`src/design/httpf_pkg.sv`:
```
// Package for the HTTP request framer: payload structs, framing state,
// line-parser phases and byte classification helpers. No dependencies.
package httpf_pkg;

  localparam int unsigned CountW  = 21;
  localparam int unsigned TargetW = 22;
  localparam int unsigned RecentW = 24;
  localparam int unsigned AccW    = CountW + 4;

  localparam logic [CountW-1:0] LenCap   = 21'd1048576;
  localparam logic [CountW-1:0] MaxReset = 21'd65536;
  localparam logic [3:0]        NameLen  = 4'd14;

  localparam logic [1:0] ActData    = 2'd0;
  localparam logic [1:0] ActClose   = 2'd1;
  localparam logic [1:0] ActRestart = 2'd2;

  localparam logic [7:0] ChLf    = 8'h0A;
  localparam logic [7:0] ChColon = 8'h3A;
  localparam logic [7:0] ChPlus  = 8'h2B;
  localparam logic [7:0] ChMinus = 8'h2D;

  localparam logic [RecentW-1:0] TailCrLfCr = 24'h0D0A0D;

  localparam logic [2:0] SepCrLf = 3'd4;
  localparam logic [2:0] SepLf   = 3'd2;

  typedef enum logic [2:0] {
    CauseOpen     = 3'd0,
    CauseBody     = 3'd1,
    CauseLimit    = 3'd2,
    CauseClosed   = 3'd3,
    CauseTooLarge = 3'd4
  } cause_e;

  typedef enum logic [7:0] {
    PhFirst = 8'b0000_0001,
    PhName  = 8'b0000_0010,
    PhSkip  = 8'b0000_0100,
    PhVlead = 8'b0000_1000,
    PhPlus  = 8'b0001_0000,
    PhMinus = 8'b0010_0000,
    PhPosd  = 8'b0100_0000,
    PhNegd  = 8'b1000_0000
  } phase_e;

  typedef struct packed {
    logic [1:0] action;
    logic [7:0] data_byte;
  } in_t;

  typedef struct packed {
    logic              byte_kept;
    logic              done_res;
    logic [2:0]        end_cause;
    logic              headers_complete;
    logic [CountW-1:0] header_length;
    logic [2:0]        separator_length;
    logic [CountW-1:0] content_length;
    logic [CountW-1:0] bytes_kept;
  } out_t;

  typedef struct packed {
    logic [CountW-1:0]  kept_count;
    logic               finished;
    cause_e             stop_cause;
    logic               header_seen;
    logic [RecentW-1:0] recent_bytes;
    logic [CountW-1:0]  header_bytes;
    logic [2:0]         terminator_size;
    phase_e             line_phase;
    logic [3:0]         name_pos;
    logic [CountW-1:0]  length_value;
    logic               length_taken;
    logic [TargetW-1:0] target_bytes;
  } state_t;

  localparam state_t StateClear = '{
    kept_count:      '0,
    finished:        1'b0,
    stop_cause:      CauseOpen,
    header_seen:     1'b0,
    recent_bytes:    '0,
    header_bytes:    '0,
    terminator_size: '0,
    line_phase:      PhFirst,
    name_pos:        '0,
    length_value:    '0,
    length_taken:    1'b0,
    target_bytes:    '0
  };

  function automatic logic is_blank(input logic [7:0] b);
    return (b == 8'h20) || (b inside {[8'h09:8'h0D]});
  endfunction

  function automatic logic is_digit(input logic [7:0] b);
    return b inside {[8'h30:8'h39]};
  endfunction

  function automatic logic [7:0] to_lower(input logic [7:0] b);
    return (b inside {[8'h41:8'h5A]}) ? (b + 8'h20) : b;
  endfunction

  // Characters of the header name that carries the body length.
  function automatic logic [7:0] name_char(input logic [3:0] pos);
    logic [7:0] c;
    case (pos)
      4'd0:    c = "c";
      4'd1:    c = "o";
      4'd2:    c = "n";
      4'd3:    c = "t";
      4'd4:    c = "e";
      4'd5:    c = "n";
      4'd6:    c = "t";
      4'd7:    c = "-";
      4'd8:    c = "l";
      4'd9:    c = "e";
      4'd10:   c = "n";
      4'd11:   c = "g";
      4'd12:   c = "t";
      4'd13:   c = "h";
      default: c = 8'h00;
    endcase
    return c;
  endfunction

endpackage

```
`src/design/httpf_step.sv`:
```
// Next-state and result logic for one framer transfer.
// Depends on httpf_pkg for the payload, state and phase types.
module httpf_step (
  input  logic [httpf_pkg::CountW-1:0] max_bytes_i,
  input  httpf_pkg::state_t            state_i,
  input  httpf_pkg::in_t               item_i,
  output httpf_pkg::state_t            state_o,
  output httpf_pkg::out_t              result_o
);

  logic [7:0]                   b;
  logic [7:0]                   lc;
  logic [httpf_pkg::AccW-1:0]   acc;
  logic [httpf_pkg::CountW-1:0] pos_len;
  logic [httpf_pkg::CountW-1:0] neg_len;
  logic                         kept;
  httpf_pkg::state_t            st;

  assign b  = item_i.data_byte;
  assign lc = httpf_pkg::to_lower(b);

  assign acc = ({4'b0, state_i.length_value} << 3) + ({4'b0, state_i.length_value} << 1)
             + {{(httpf_pkg::AccW-4){1'b0}}, b[3:0]};
  assign pos_len = (acc > {4'b0, httpf_pkg::LenCap}) ? httpf_pkg::LenCap
                                                     : acc[httpf_pkg::CountW-1:0];
  assign neg_len = ((b[3:0] != 4'd0) || (state_i.length_value != '0)) ? httpf_pkg::LenCap
                                                                      : state_i.length_value;

  always_comb begin
    st   = state_i;
    kept = 1'b0;
    case (item_i.action)
      httpf_pkg::ActData: begin
        if (!state_i.finished) begin
          if (state_i.kept_count >= max_bytes_i) begin
            st.finished   = 1'b1;
            st.stop_cause = httpf_pkg::CauseLimit;
          end else begin
            kept          = 1'b1;
            st.kept_count = state_i.kept_count + 1'b1;
            if (!state_i.header_seen) begin
              if (b == httpf_pkg::ChLf) begin
                if (state_i.length_taken) begin
                  st.line_phase = httpf_pkg::PhSkip;
                end else begin
                  st.line_phase = httpf_pkg::PhName;
                  st.name_pos   = '0;
                end
              end else begin
                case (state_i.line_phase)
                  httpf_pkg::PhName: begin
                    if (b == httpf_pkg::ChColon) begin
                      if (state_i.name_pos == httpf_pkg::NameLen) begin
                        st.length_taken = 1'b1;
                        st.line_phase   = httpf_pkg::PhVlead;
                      end else begin
                        st.line_phase = httpf_pkg::PhSkip;
                      end
                    end else if (httpf_pkg::is_blank(b)) begin
                      if (state_i.name_pos != '0 && state_i.name_pos != httpf_pkg::NameLen) begin
                        st.line_phase = httpf_pkg::PhSkip;
                      end
                    end else if (state_i.name_pos < httpf_pkg::NameLen &&
                                 lc == httpf_pkg::name_char(state_i.name_pos)) begin
                      st.name_pos = state_i.name_pos + 1'b1;
                    end else begin
                      st.line_phase = httpf_pkg::PhSkip;
                    end
                  end
                  httpf_pkg::PhVlead: begin
                    if (httpf_pkg::is_blank(b)) begin
                      st.line_phase = httpf_pkg::PhVlead;
                    end else if (b == httpf_pkg::ChPlus) begin
                      st.line_phase = httpf_pkg::PhPlus;
                    end else if (b == httpf_pkg::ChMinus) begin
                      st.line_phase = httpf_pkg::PhMinus;
                    end else if (httpf_pkg::is_digit(b)) begin
                      st.length_value = pos_len;
                      st.line_phase   = httpf_pkg::PhPosd;
                    end else begin
                      st.line_phase = httpf_pkg::PhSkip;
                    end
                  end
                  httpf_pkg::PhPlus, httpf_pkg::PhPosd: begin
                    if (httpf_pkg::is_digit(b)) begin
                      st.length_value = pos_len;
                      st.line_phase   = httpf_pkg::PhPosd;
                    end else begin
                      st.line_phase = httpf_pkg::PhSkip;
                    end
                  end
                  httpf_pkg::PhMinus, httpf_pkg::PhNegd: begin
                    if (httpf_pkg::is_digit(b)) begin
                      st.length_value = neg_len;
                      st.line_phase   = httpf_pkg::PhNegd;
                    end else begin
                      st.line_phase = httpf_pkg::PhSkip;
                    end
                  end
                  default: begin
                    st.line_phase = state_i.line_phase;
                  end
                endcase
              end
              if (state_i.recent_bytes == httpf_pkg::TailCrLfCr && b == httpf_pkg::ChLf) begin
                st.header_seen     = 1'b1;
                st.header_bytes    = state_i.kept_count - 21'd3;
                st.terminator_size = httpf_pkg::SepCrLf;
              end else if (state_i.recent_bytes[7:0] == httpf_pkg::ChLf &&
                           b == httpf_pkg::ChLf) begin
                st.header_seen     = 1'b1;
                st.header_bytes    = state_i.kept_count - 21'd1;
                st.terminator_size = httpf_pkg::SepLf;
              end
              st.recent_bytes = {state_i.recent_bytes[15:0], b};
              if (st.header_seen) begin
                st.target_bytes = {1'b0, st.header_bytes}
                                + {{(httpf_pkg::TargetW-3){1'b0}}, st.terminator_size}
                                + {1'b0, st.length_value};
              end
            end
            if (st.kept_count >= max_bytes_i) begin
              st.finished   = 1'b1;
              st.stop_cause = httpf_pkg::CauseLimit;
            end else if (st.header_seen && {1'b0, st.kept_count} >= st.target_bytes) begin
              st.finished   = 1'b1;
              st.stop_cause = httpf_pkg::CauseBody;
            end else if (st.header_seen && st.target_bytes > {1'b0, max_bytes_i}) begin
              st.finished   = 1'b1;
              st.stop_cause = httpf_pkg::CauseTooLarge;
            end
          end
        end
      end
      httpf_pkg::ActClose: begin
        if (!state_i.finished) begin
          st.finished   = 1'b1;
          st.stop_cause = httpf_pkg::CauseClosed;
        end
      end
      httpf_pkg::ActRestart: begin
        st = httpf_pkg::StateClear;
      end
      default: begin
        st = state_i;
      end
    endcase
  end

  assign state_o = st;

  always_comb begin
    result_o.byte_kept        = kept;
    result_o.done_res         = st.finished;
    result_o.end_cause        = st.stop_cause;
    result_o.headers_complete = st.header_seen;
    result_o.header_length    = st.header_seen ? st.header_bytes : '0;
    result_o.separator_length = st.terminator_size;
    result_o.content_length   = st.header_seen ? st.length_value : '0;
    result_o.bytes_kept       = st.kept_count;
  end

endmodule

```
`src/design/http_request_framer_core.sv`:
```
// HTTP request framer top level: input register, framing state, result register
// and the size-limit register behind a small APB port. Uses httpf_pkg, httpf_step.
// An accepted transfer goes from the input register to the result register.
// Throughput is one transfer per cycle unless the output stalls.
// Reset clears the framing state and both stages, and sets the limit to 65536.
// A restart transfer clears the framing state but leaves the limit register.
module http_request_framer_core (
  input  logic                  clk_i,
  input  logic                  rst_ni,
  input  logic                  in_valid_i,
  output logic                  in_stall_o,
  input  httpf_pkg::in_t        in_data_i,
  output logic                  out_valid_o,
  input  logic                  out_stall_i,
  output httpf_pkg::out_t       out_data_o,
  input  logic                  psel,
  input  logic                  penable,
  input  logic                  pwrite,
  input  logic [2:0]            paddr,
  input  logic [31:0]           pwdata,
  output logic [31:0]           prdata,
  output logic                  pready
);

  logic                         in_valid_q, in_valid_d;
  httpf_pkg::in_t               in_q;
  logic                         out_valid_q, out_valid_d;
  httpf_pkg::out_t              out_q;
  httpf_pkg::state_t            state_q, state_d;
  httpf_pkg::out_t              result;
  logic [httpf_pkg::CountW-1:0] max_q;
  logic                         in_take;
  logic                         advance;
  logic                         cfg_write;

  assign advance    = in_valid_q && (!out_valid_q || !out_stall_i);
  assign in_stall_o = in_valid_q && !advance;
  assign in_take    = in_valid_i && !in_stall_o;

  assign in_valid_d  = in_take ? 1'b1 : (advance ? 1'b0 : in_valid_q);
  assign out_valid_d = advance ? 1'b1 : (out_stall_i ? out_valid_q : 1'b0);

  assign pready    = 1'b1;
  assign cfg_write = psel && penable && pwrite && pready && (paddr[2] == 1'b0);
  assign prdata    = (paddr[2] == 1'b0) ? {11'b0, max_q} : '0;

  httpf_step u_step (
    .max_bytes_i (max_q),
    .state_i     (state_q),
    .item_i      (in_q),
    .state_o     (state_d),
    .result_o    (result)
  );

  always_ff @(posedge clk_i or negedge rst_ni) begin
    if (!rst_ni) begin
      in_valid_q  <= 1'b0;
      out_valid_q <= 1'b0;
      state_q     <= httpf_pkg::StateClear;
      max_q       <= httpf_pkg::MaxReset;
    end else begin
      in_valid_q  <= in_valid_d;
      out_valid_q <= out_valid_d;
      if (advance) begin
        state_q <= state_d;
      end
      if (cfg_write) begin
        max_q <= pwdata[httpf_pkg::CountW-1:0];
      end
    end
  end

  always_ff @(posedge clk_i) begin
    if (in_take) begin
      in_q <= in_data_i;
    end
    if (advance) begin
      out_q <= result;
    end
  end

  assign out_valid_o = out_valid_q;
  assign out_data_o  = out_q;

endmodule
```
`config.mk`:
```
export PLATFORM = sky130hd
export DESIGN_NAME = http_request_framer_core
export DESIGN_NICKNAME = d
export VERILOG_FILES = /design/src/design/httpf_pkg.sv /design/src/design/httpf_step.sv /design/src/design/http_request_framer_core.sv
export SDC_FILE = /design/constraint.sdc
export NUM_CORES = 1
export LEC_CHECK = 0
export BUFFER_PORTS_ARGS = -buffer_cell sky130_fd_sc_hd__buf_2
export CAP_MARGIN = 15
export CORE_MARGIN = 5
export CORE_UTILIZATION = 35
export CTS_CLUSTER_SIZE = 25
export DETAILED_ROUTE_END_ITERATION = 6
export GPL_TIMING_DRIVEN = 0
export MAX_ROUTING_LAYER = met4
export PLACE_DENSITY = 0.57
export RECOVER_POWER = 100
export SKIP_LAST_GASP = 1
export SYNTH_ARGS = -nofsm -noshare
export SYNTH_HDL_FRONTEND = slang
export SYNTH_SLANG_ARGS = --single-unit
```
`constraint.sdc`:
```
create_clock -name clk_i -period 12.55 [get_ports clk_i]
set_input_delay 2.51 -clock clk_i [delete_from_list [all_inputs] [get_ports clk_i]]
set_output_delay 2.51 -clock clk_i [all_outputs]
set_load 0.005 [all_outputs]
```
==> out/results.tsv <==
metric	value	unit
io_buffers	133	
hold_violations	0	
ys_ff_latch	235	
ant_nets	0	
path_max_fanout	9	
p_leak	9.27	nW
period_needed	11340	ps
grt_pass1_vias	15900	
max_slew_margin	-261	%
clkTransAtPathRegs	60	ps
max_freq	88.2	MHz
synth_top_family_by_area	compound AO/OA/AOI/OAI gates	
fin_nets	2461	
tightest_slew	5410	ps
grt_setup_unrepaired	false	
rows	83	
cts_htree_levels	1	
dp_cells	2879	
utilization	39.9	%
layout_common_cells	nand2_1, nor2_1, ha_1	
cts_tree	yes	
clock_latency	590	ps
synth.distinct_cells	85	
crit_arrival	11600	ps
swShare	35.1	%
synth-simple-area-share	18.7	%
wire_per_inst	21.7	um
cpMaxStageDelayCell	fa_1	
die-height	237	um
ys_seq_area_share	35.0	%
drc	0	
grt_first_pass_wirelength	96100	um
synthMuxAreaShare	4.04	%
power.density_cell_area	117	nW/um^2
gp_routability_congestion	0.931	
antenna_found_initial	0	
r2r_start	in_q[3]$_DFFE_PP_	
track_usage	22.3	%
hold_class	flop to flop	
clkSinkCount	235	
dp_hpwl	49800	um
cts_setup_buffers	0	
synthFlopType	dfrtp_1	
routed_wl	63600	um
cp_slowest_stage_delay	650	ps
cts_resized	0	
fin_cells	2933	
core_area	51100	um^2
via_count	16700	
worstSetupPathType	flop to flop	
clockPowerShare	34.8	%
final_common_cell	nand2_1	
synthCells	2054	
num_antenna_cells	0	
cts_buffers	29	
cap_violations	4	
area.growth.synth_to_final	13.3	%
ys_warn_count	0	
syn-mean-instance-area	8.76	um^2
crit_required	12810	ps
p_int	1.54	mW
setup_viol	0	
ios	159	
power_switching	835	uW
min-delay-start	state_q[99]$_DFFE_PN0P_	
peakVddDrop	0.0910	mV
violations	max-capacitance violations, max-slew violations	
startpoint	in_q[3]$_DFFE_PP_	
overflow	0	
pwr-share-seq	38.3	%
clock_path_buffers	3	
p_total	2.38	mW
drtPass1Iterations	6	
synthArstFlopShare	65.1	%
cts_root_buffer	clkbuf_16	
synth_area	18000	um^2
nFillCells	5205	
dieArea	56000	um^2
die_x	237	um
crit_path_start_kind	flop	
initial_core_util	35.2	%
drt_iter0_drc	1550	
synthAdderAreaFrac	12.8	%
holdBufCountCts	0	
synth-compound-area-share	21.8	%
vias_per_cell	5.69	
final.setup.tns	0	ps
period_share	90.3	%
postPlaceCellArea	19600	um^2
finalClockSkew	21.5	ps
synth_edf_count	82	
grt_start_max_net_pins	98	
drive_above_1_share	9.85	%
combPwrFrac	26.9	%
synth-xor-area-share	3.07	%
slew_viol_final	240	
endpoint_kind	flop	
fin_area	20400	um^2
path_common_cell	fa_1	
outcome	finished with violations	
-- per-layer routing --
layer	GRT usage [%]	share of wire [%]
met1	31.0	45
met2	33.5	44
met3	3.16	7.1
met4	7.66	3.7
met5	-	0
-- registers in the layout (all words and copies together), names as in the netlist --
name	flops
max_q	21
out_data_o	72
state_q	130
out_valid_o	1
in_valid_q	1
in_q	10
-- critical path: cells and delay by family (launching register included) --
family / cells / cell delay (ps)
AOI/OAI and AO/OA: 17 / 5250
xor gates and xnor gates: 2 / 870
adders and majority gates: 5 / 2320
buffers and inverters: 3 / 660
DFF: 1 / 320
muxes: 1 / 390
and+or+nand+nor: 7 / 1200
-- cells by family after synthesis --
group,count (synthesis)
compound gates,583
xor+xnor,63
fa+ha+maj,180
buf+inv,210
flops,235
mux,66
other cells,2
simple gates,715
-- cell usage after synthesis, types with 5 or more instances --
master	number	area (um^2)
a211o_1	5	43.8
a211oi_1	18	135
a21o_1	63	473
a21oi_1	106	531
a221o_1	9	90.1
a221oi_1	7	61.3
a22o_1	33	289
a22oi_1	44	330
a31oi_1	12	75.1
and2_1	26	163
and3_1	21	131
buf_1	7	26.3
buf_2	6	30.0
buf_4	12	90.1
clkbuf_1	93	349
dfrtp_1	151	3780
edfxtp_1	82	2460
fa_1	6	120
ha_1	173	2160
inv_1	92	345
mux2_2	53	597
mux2i_1	13	130
nand2_1	258	968
nand2b_1	12	75.1
nand3_1	70	350
nand4_1	24	150
nand4b_1	7	61.3
nor2_1	178	668
nor2b_1	14	87.6
nor3_1	24	120
nor3b_1	8	60.1
nor4_1	23	144
o211ai_1	10	75.1
o21a_1	24	180
o21ai_0	132	661
o21ai_1	24	120
o21bai_1	6	45.0
o221a_2	5	56.3
o22ai_1	11	68.8
o31ai_1	19	143
o41ai_1	5	43.8
or2_2	10	62.6
or3_1	15	93.8
xnor2_1	38	333
xor2_1	25	219
-- path summary, 6_finish.rpt --
kind                                             to  slack, ps  depth (start not counted)
max                        out_data_o[70]$_DFFE_PP_       1210                         35
min reg2reg                 state_q[99]$_DFFE_PN0P_        470                          2
max in group asynchronous   state_q[87]$_DFFE_PN0P_       3050                          2
min                         state_q[99]$_DFFE_PN0P_        470                          2
max reg2reg                out_data_o[70]$_DFFE_PP_       1210                         35
min in group asynchronous   state_q[73]$_DFFE_PN0P_       3040                          1
-- power by group through the flow --
stage          Clock [mW]  Combinational [mW]  Sequential [mW]
6_report            0.826               0.640            0.910
3_5_place_dp            0               0.635            0.922
4_1_cts             0.848               0.637            0.908
3_3_place_gp            0               0.619            0.922
5_1_grt             0.879               0.699            0.917
2_1_floorplan           0               0.409            0.909
-- layout make-up --
cell class	instances	area, um^2	share of cell area, %
timing repair buffer	135	596	2.92
tap	680	851	4.17
inverter	92	345	1.69
clock buffer	33	741	3.63
sequential	235	6290	30.9
buffer	118	495	2.43
clock inverter	21	186	0.914
multi-input combinational	1619	10900	53.4
-- metrics by stage --
step                hold slack, ps  setup WS [ps]
CTS                            473           1560
global route                   495            410
global placement               447           1580
finish                         469           1210
floorplan                      430           3900
detailed placement             460           1610
No activity file was read; power rests on OpenSTA's default activity.
